**src/lobm_pkg.sv**
```systemverilog
// ----------------------------------------------------------------------------
// lobm_pkg
// Shared types and constants of the limit order book matcher.
// ----------------------------------------------------------------------------
package lobm_pkg;
  localparam int ORDER_SLOTS = 32;
  localparam int SLOT_W = $clog2(ORDER_SLOTS);

  localparam logic [1:0] ACT_LIMIT  = 2'd0;
  localparam logic [1:0] ACT_MARKET = 2'd1;
  localparam logic [1:0] ACT_CANCEL = 2'd2;

  localparam logic [2:0] ST_FILLED    = 3'd0;
  localparam logic [2:0] ST_POSTED    = 3'd1;
  localparam logic [2:0] ST_DISCARDED = 3'd2;
  localparam logic [2:0] ST_REJECTED  = 3'd3;
  localparam logic [2:0] ST_CANCELLED = 3'd4;
  localparam logic [2:0] ST_UNKNOWN   = 3'd5;

  localparam logic KIND_FILL = 1'b0;
  localparam logic KIND_DONE = 1'b1;

  // s_tdata: action, id, side, price, quantity (99 bits -> 104)
  localparam int IN_W = 104;
  // m_tdata: aggressor id, maker id, trade price, trade quantity, status (131 -> 136)
  localparam int OUT_W = 136;
endpackage

```
**src/limit_order_book_matcher_unit.sv**
```systemverilog
// ----------------------------------------------------------------------------
// limit_order_book_matcher_unit
// Price-time priority order book matching limit, market and cancel orders.
// ----------------------------------------------------------------------------
// Each order transaction is handled alone. A sequencer walks the slot store
// one slot per cycle with a single compare unit; each sweep issues a read for
// every slot and then makes the last compare in S_LAST. Every result costs one
// sweep, the S_ACT state to act on the chosen slot and a stay in the output
// register: a limit or market order runs one sweep per fill plus one to find
// the final best or free slot, and a cancel runs one sweep. After its done
// report is accepted the block goes back to idle before the next order can
// be taken. Each result is held in the output register until it is taken,
// stalling the sequencer meanwhile.
// The slot store is a memory read one address a cycle; valid bits live in
// flip-flops cleared by reset, so no clearing pass is run.
module limit_order_book_matcher_unit (
  input  logic clk,
  input  logic rst,
  input  logic s_tvalid,
  output logic s_tready,
  // lowest first: action[1:0], id[31:0], side, price[31:0], quantity[31:0]
  input  logic [lobm_pkg::IN_W-1:0] s_tdata,
  output logic m_tvalid,
  input  logic m_tready,
  // lowest first: aggressor id, maker id, trade price, trade quantity, status[2:0]
  output logic [lobm_pkg::OUT_W-1:0] m_tdata,
  output logic m_tuser,   // kind
  output logic m_tlast
);
  import lobm_pkg::*;

  localparam logic [2:0] S_IDLE = 3'd0;
  localparam logic [2:0] S_SCAN = 3'd1;
  localparam logic [2:0] S_LAST = 3'd2;
  localparam logic [2:0] S_ACT  = 3'd3;
  localparam logic [2:0] S_OUT  = 3'd4;

  // Slot store (memory) and valid flags.
  logic [ORDER_SLOTS-1:0] slot_valid;
  logic        mem_side  [ORDER_SLOTS];
  logic [31:0] mem_price [ORDER_SLOTS];
  logic [31:0] mem_qty   [ORDER_SLOTS];
  logic [31:0] mem_id    [ORDER_SLOTS];
  logic [31:0] mem_arr   [ORDER_SLOTS];

  logic [2:0]  state;
  logic [1:0]  action;
  logic [31:0] aggr_id, price, remaining, arrival_counter;
  logic        side;
  logic [SLOT_W:0] scan_idx;
  logic [SLOT_W-1:0] rd_idx, cmp_idx;
  logic        rd_vld;
  logic        rd_side;
  logic [31:0] rd_price, rd_qty, rd_id, rd_arr;
  logic        best_found, free_found;
  logic [SLOT_W-1:0] best_idx, free_idx;
  logic [31:0] best_price, best_qty, best_id, best_arr;
  logic [SLOT_W:0] fills;
  logic        done_pending;

  logic        out_valid, out_kind, out_last;
  logic [31:0] out_rest, out_px, out_qty;
  logic [2:0]  out_status;

  assign s_tready = (state == S_IDLE);
  assign m_tvalid = out_valid;
  assign m_tuser  = out_kind;
  assign m_tlast  = out_last;
  assign m_tdata  = {5'd0, out_status, out_qty, out_px, out_rest, aggr_id};

  // Candidate checks on the registered read data.
  logic rs;
  logic cand_ok, cand_ahead, cancel_hit;
  always_comb begin
    rs = ~side;
    cand_ok = rd_vld && (rd_side == rs);
    if (action == ACT_LIMIT) begin
      if (rs && rd_price > price) cand_ok = 1'b0;
      if (!rs && rd_price < price) cand_ok = 1'b0;
    end
    if (!best_found) cand_ahead = 1'b1;
    else if (rd_price != best_price) cand_ahead = rs ? (rd_price < best_price)
                                                     : (rd_price > best_price);
    else cand_ahead = rd_arr < best_arr;
    cancel_hit = rd_vld && (rd_id == aggr_id) &&
                 (!best_found || rd_arr > best_arr);
  end

  logic [31:0] fill;
  assign fill = (remaining < best_qty) ? remaining : best_qty;

  // The next result is a fill when a crossing order is still open and the
  // sweep limit has not been reached.
  logic take_fill;
  assign take_fill = (action == ACT_LIMIT || action == ACT_MARKET) &&
                     (remaining != '0) && best_found &&
                     (fills != (SLOT_W+1)'(ORDER_SLOTS));

  always_ff @(posedge clk) begin
    // Registered memory read, one address per cycle; cmp_idx tags the data.
    rd_vld   <= slot_valid[rd_idx] && (state == S_SCAN);
    rd_side  <= mem_side[rd_idx];
    rd_price <= mem_price[rd_idx];
    rd_qty   <= mem_qty[rd_idx];
    rd_id    <= mem_id[rd_idx];
    rd_arr   <= mem_arr[rd_idx];
    cmp_idx  <= rd_idx;
    if (rst) begin
      state <= S_IDLE;
      slot_valid <= '0;
      arrival_counter <= '0;
      out_valid <= 1'b0;
    end else begin
      case (state)
        S_IDLE: begin
          if (s_tvalid) begin
            action    <= s_tdata[1:0];
            aggr_id   <= s_tdata[33:2];
            side      <= s_tdata[34];
            price     <= s_tdata[66:35];
            remaining <= s_tdata[98:67];
            fills <= '0;
            scan_idx <= '0;
            rd_idx <= '0;
            best_found <= 1'b0;
            free_found <= 1'b0;
            state <= S_SCAN;
          end
        end
        S_SCAN: begin
          // Issue the next read; the compare below sees an earlier one.
          if (scan_idx != (SLOT_W+1)'(ORDER_SLOTS)) begin
            rd_idx <= scan_idx[SLOT_W-1:0];
            scan_idx <= scan_idx + 1'b1;
          end
          if (scan_idx != '0) begin
            if (!slot_valid[cmp_idx] && !free_found) begin
              free_found <= 1'b1;
              free_idx <= cmp_idx;
            end
            if (action == ACT_CANCEL ? cancel_hit : (cand_ok && cand_ahead)) begin
              best_found <= 1'b1;
              best_idx <= cmp_idx;
              best_price <= rd_price;
              best_qty <= rd_qty;
              best_id <= rd_id;
              best_arr <= rd_arr;
            end
          end
          if (scan_idx == (SLOT_W+1)'(ORDER_SLOTS)) state <= S_LAST;
        end
        S_LAST: begin
          if (!slot_valid[cmp_idx] && !free_found) begin
            free_found <= 1'b1;
            free_idx <= cmp_idx;
          end
          if (action == ACT_CANCEL ? cancel_hit : (cand_ok && cand_ahead)) begin
            best_found <= 1'b1;
            best_idx <= cmp_idx;
            best_price <= rd_price;
            best_qty <= rd_qty;
            best_id <= rd_id;
            best_arr <= rd_arr;
          end
          state <= S_ACT;
        end
        S_ACT: begin
          out_valid <= 1'b1;
          out_kind <= take_fill ? KIND_FILL : KIND_DONE;
          out_last <= !take_fill;
          done_pending <= !take_fill;
          out_rest <= take_fill ? best_id : 32'd0;
          out_px <= take_fill ? best_price : 32'd0;
          if (action == ACT_CANCEL) begin
            out_qty <= best_found ? best_qty : 32'd0;
            out_status <= best_found ? ST_CANCELLED : ST_UNKNOWN;
            if (best_found) slot_valid[best_idx] <= 1'b0;
          end else if (action != ACT_LIMIT && action != ACT_MARKET) begin
            out_qty <= '0;
            out_status <= ST_UNKNOWN;
          end else if (take_fill) begin
            // One fill against the best resting order.
            out_qty <= fill;
            out_status <= ST_FILLED;
            remaining <= remaining - fill;
            mem_qty[best_idx] <= best_qty - fill;
            if (best_qty == fill) slot_valid[best_idx] <= 1'b0;
            fills <= fills + 1'b1;
          end else if (remaining == '0) begin
            out_qty <= '0;
            out_status <= ST_FILLED;
          end else if (action == ACT_MARKET) begin
            out_qty <= remaining;
            out_status <= ST_DISCARDED;
          end else if (!free_found) begin
            out_qty <= remaining;
            out_status <= ST_REJECTED;
          end else begin
            slot_valid[free_idx] <= 1'b1;
            mem_side[free_idx] <= side;
            mem_price[free_idx] <= price;
            mem_qty[free_idx] <= remaining;
            mem_id[free_idx] <= aggr_id;
            mem_arr[free_idx] <= arrival_counter;
            arrival_counter <= arrival_counter + 1'b1;
            out_qty <= remaining;
            out_status <= ST_POSTED;
          end
          state <= S_OUT;
        end
        S_OUT: begin
          if (m_tready) begin
            out_valid <= 1'b0;
            if (done_pending) state <= S_IDLE;
            else begin
              scan_idx <= '0;
              rd_idx <= '0;
              best_found <= 1'b0;
              free_found <= 1'b0;
              state <= S_SCAN;
            end
          end
        end
        default: state <= S_IDLE;
      endcase
    end
  end
endmodule

```
**config.mk**
```make
export PLATFORM = sky130hd
export DESIGN_NAME = limit_order_book_matcher_unit
export DESIGN_NICKNAME = d
export VERILOG_FILES = /design/src/lobm_pkg.sv /design/src/limit_order_book_matcher_unit.sv
export SDC_FILE = /design/constraint.sdc
export NUM_CORES = 2
export LEC_CHECK = 0
export BUFFER_PORTS_ARGS = -buffer_cell sky130_fd_sc_hd__buf_2
export CAP_MARGIN = 40
export CORE_MARGIN = 4
export CORE_UTILIZATION = 34
export DETAILED_ROUTE_END_ITERATION = 8
export PLACE_DENSITY_LB_ADDON = 0.1
export SLEW_MARGIN = 20
export SYNTH_ARGS = -nofsm -noshare
export SYNTH_HDL_FRONTEND = slang
export SYNTH_MEMORY_MAX_BITS = 65536
export SYNTH_SLANG_ARGS = --single-unit
```
**constraint.sdc**
```tcl
create_clock -name clk -period 13.75 [get_ports clk]
set_clock_uncertainty 0.05 [all_clocks]
set_input_delay 2.0625 -clock clk [delete_from_list [all_inputs] [get_ports clk]]
set_output_delay 2.0625 -clock clk [all_outputs]
set_load 0.05 [all_outputs]
```
==> impl_metrics.json <==
{
  "status": "finished, final reports clean",
  "grt.overflow.total": 0,
  "critPathKind": "flip-flop to flip-flop",
  "clk_pin_slew_ps": 60,
  "clock_path_buffers": 4,
  "final_antenna_net_count": 0,
  "synthArstFlopShare_pct": 0,
  "htreeDepth": 6,
  "worstPathMaxFanout": 28,
  "drc": 0,
  "yosysSeqAreaShare_pct": 76.25,
  "start_util_pct": 34.14,
  "yosysMostFrequentCell": "edfxtp_1",
  "synth_common_cells": "edfxtp_1 (4484), mux4_2 (1311), clkbuf_1 (266)",
  "drive_above_1_share_pct": 31.52,
  "fin_tns_setup_ps": 0,
  "critPathRequiredTime_ps": 14530,
  "root_buffer": "clkbuf_16",
  "end_kind": "flip-flop",
  "slew_violations": 0,
  "fin_crit_sh_pct": 53.74,
  "cts_tree": "yes",
  "ys_ff_latch": 4687,
  "rows": 268,
  "yosys.area.top_type_share_pct": 74.02,
  "antenna_found_initial": 36,
  "nets": 9317,
  "rsz0062_at_grt": "false",
  "min_path_type": "flip-flop to flip-flop",
  "grt_pass1_vias": 92770,
  "setup_viol": 0,
  "numCtsBuffers": 527,
  "post_cts_resized": 0,
  "grt_usage_pct": 19.19,
  "grt_pass1_wl_um": 743900,
  "fp.dieW_um": 739.5,
  "drt-total-wl_um": 534300,
  "syn_area_um2": 181900,
  "final_cell_area_um2": 213100,
  "dpl_cell_area_um2": 196200,
  "drt_iter0_markers": 8228,
  "comb_power_share_pct": 5.3,
  "dr.pass1.iters": 6,
  "ir_drop_v": 0.0001352,
  "wl_per_cell_um": 32.45,
  "synthTopCellsByArea": "edfxtp_1 (74%), mux4_2 (16%), dfxtp_1 (2.2%)",
  "core_um2": 532800,
  "place.gp.congestion": 0.8045,
  "synth_flop_cell": "edfxtp_1",
  "dieArea_um2": 546800,
  "via_per_inst": 5.375,
  "max_freq_mhz": 135.3,
  "startpoint_type": "flip-flop",
  "period_needed_ps": 7389,
  "port_buffers": 237,
  "slew_headroom_pct": 26.39,
  "crit_arrival_ps": 8170,
  "yosysWarningCount": 0,
  "p_per_area_nw_per_um2": 145.8,
  "power_frac_seq_pct": 50.8,
  "hold_viol": 0,
  "synth-edff-count": 4484,
  "synthDistinctLibCells": 74,
  "syn_area_per_cell_um2": 22.27,
  "die_y_um": 739.5,
  "clkPwrFrac_pct": 43.9,
  "postCtsSetupRepairBufs": 0,
  "insertion_delay_ps": 1030,
  "p_switching_mw": 6.713,
  "yosysTopAreaCell": "edfxtp_1",
  "area_growth_pct": 17.15,
  "p_leak_nw": 68.00,
  "vias": 88500,
  "cts.sinks": 4687,
  "internal-power_mw": 24.35,
  "hold_buffers": 0,
  "worstMarginPinSlew_ps": 1104,
  "swShare_pct": 21.61,
  "dp_hpwl_um": 301200,
  "ios": 248,
  "worst-r2r-setup-slack_ps": 6360,
  "synth_cells": 8169,
  "fin_worst_hold_slack_ps": 355.9,
  "grt_start_max_net_pins": 115,
  "maxCapViolations": 0
}
[worst max-delay path, stage by stage, from the launching register on]
cell and delay (ps):
edfxtp_1 500, ha_1 360, a21o_1 170, a21o_1 180, a21o_1 200, a211oi_1 670
o311ai_0 280, buf_4 220, a31oi_4 400, nand2_1 90, o21ai_0 150, ha_1 240
inv_1 60, fa_1 450, a211oi_1 300, nor2_1 150, o31ai_1 440, a32oi_1 350
o41ai_2 530, o31ai_1 150, buf_2 190, o211ai_1 230, a21oi_1 140, o31ai_4 430
buf_6 270
[stage by stage]
| step | worst slack, ps | util (%) | power [mW] | cells |
|---|---|---|---|---|
| after floorplan | 568.8 | - | 17.11 | 8173 |
| after global placement | 5574 | 36.33 | 17.70 | 15350 |
| after detailed placement | 6029 | 36.83 | 17.76 | 15490 |
| after CTS | 5999 | 39.94 | 31.48 | 16440 |
| after global routing | 5933 | 39.99 | 32.17 | 16460 |
| final | 6361 | 40.00 | 31.07 | 16470 |
[layout by cell type, fill, tap and decap left out, types with 14 or more instances in the layout]
master     synthesis  final
a211oi_1          47     46
a21o_1            69     69
a21oi_1          166    154
a22o_1            31     31
and2_1            48     48
and3_1            14     14
buf_12             0     53
buf_16             0     42
buf_2             26    240
buf_4              6    288
buf_8              0     54
bufinv_16          0     28
clkbuf_1         266    143
clkbuf_16          0    543
clkbuf_8           0     26
clkinv_1           0     89
clkinv_2           0     66
dfxtp_1          203    203
edfxtp_1        4484   4484
ha_1             194    194
inv_1            167    166
inv_6              0     27
mux2_2           129    129
mux4_2          1311   1311
nand2_1          132    132
nand2b_1          24     24
nand3_1           25     25
nand4_1           45     45
nor2_1           212    177
nor2_4             0     36
nor2b_1           24     24
nor3_1            63     29
nor3_2             2     35
nor4_1            19     19
o21a_1            18     18
o21ai_0          107     95
or3_1             19     18
xnor2_1           46     46
xor2_1            63     62
[registers in the layout, indices dropped and copies added, names as in the netlist, 1024 cells and up]
| signal | cells |
|---|---|
| mem_arr | 1024 |
| mem_price | 1024 |
| mem_qty | 1024 |
| mem_id | 1024 |
[path summary, 6_finish.rpt]
| kind | endpoint | from | depth (start not counted) |
|---|---|---|---|
| worst min register to register | best_qty[21] | rd_qty[21] | 0 |
| worst min-delay path | best_qty[21] | rd_qty[21] | 0 |
| worst max register to register | mem_qty[0][30] | remaining[21] | 24 |
| worst max-delay path | mem_qty[0][30] | remaining[21] | 24 |
[cell families (layout without fill, tap and decap cells)]
| logic type | count (synthesis) | count (layout) | share of synthesized area (%) |
|---|---|---|---|
| xor+xnor | 109 | 109 | 0.5248 |
| fa+ha+maj | 196 | 196 | 1.356 |
| buf+inv | 548 | 1808 | 1.161 |
| mux | 1446 | 1446 | 17.06 |
| compound gates | 525 | 525 | 1.854 |
| other cells | 1 | 17 | 0.002061 |
| flops | 4687 | 4687 | 76.25 |
| simple gates | 657 | 657 | 1.785 |
[area by class of cell]
class / count / area (um2)
flip-flops and latches: 4687 / 138700
clock buffers: 712 / 14480
clock inverters: 237 / 2121
well taps: 7020 / 8783
inverters: 167 / 626.9
repair buffers: 692 / 6554
multi-input cells: 2938 / 41790
fillers: 47040 / 319700
diodes: 12 / 30.03
[per-layer routing]
metal,up-vias,wire (um),track usage (%)
met5,-,12,0
met4,2,11000,4.011
met3,677,25010,2.512
met2,2538,265100,32.33
met1,49080,233100,26.74
li1,36210,-,-
[power groups by stage]
stage	Combinational (mW)	Clock, mW	Sequential [mW]
floorplan	1.03	0	16.1
global placement	1.60	0	16.1
detailed placement	1.68	0	16.1
CTS	1.69	14.0	15.8
global route	1.79	14.6	15.8
finish	1.65	13.6	15.8
Power figures use the tool's default switching activity.
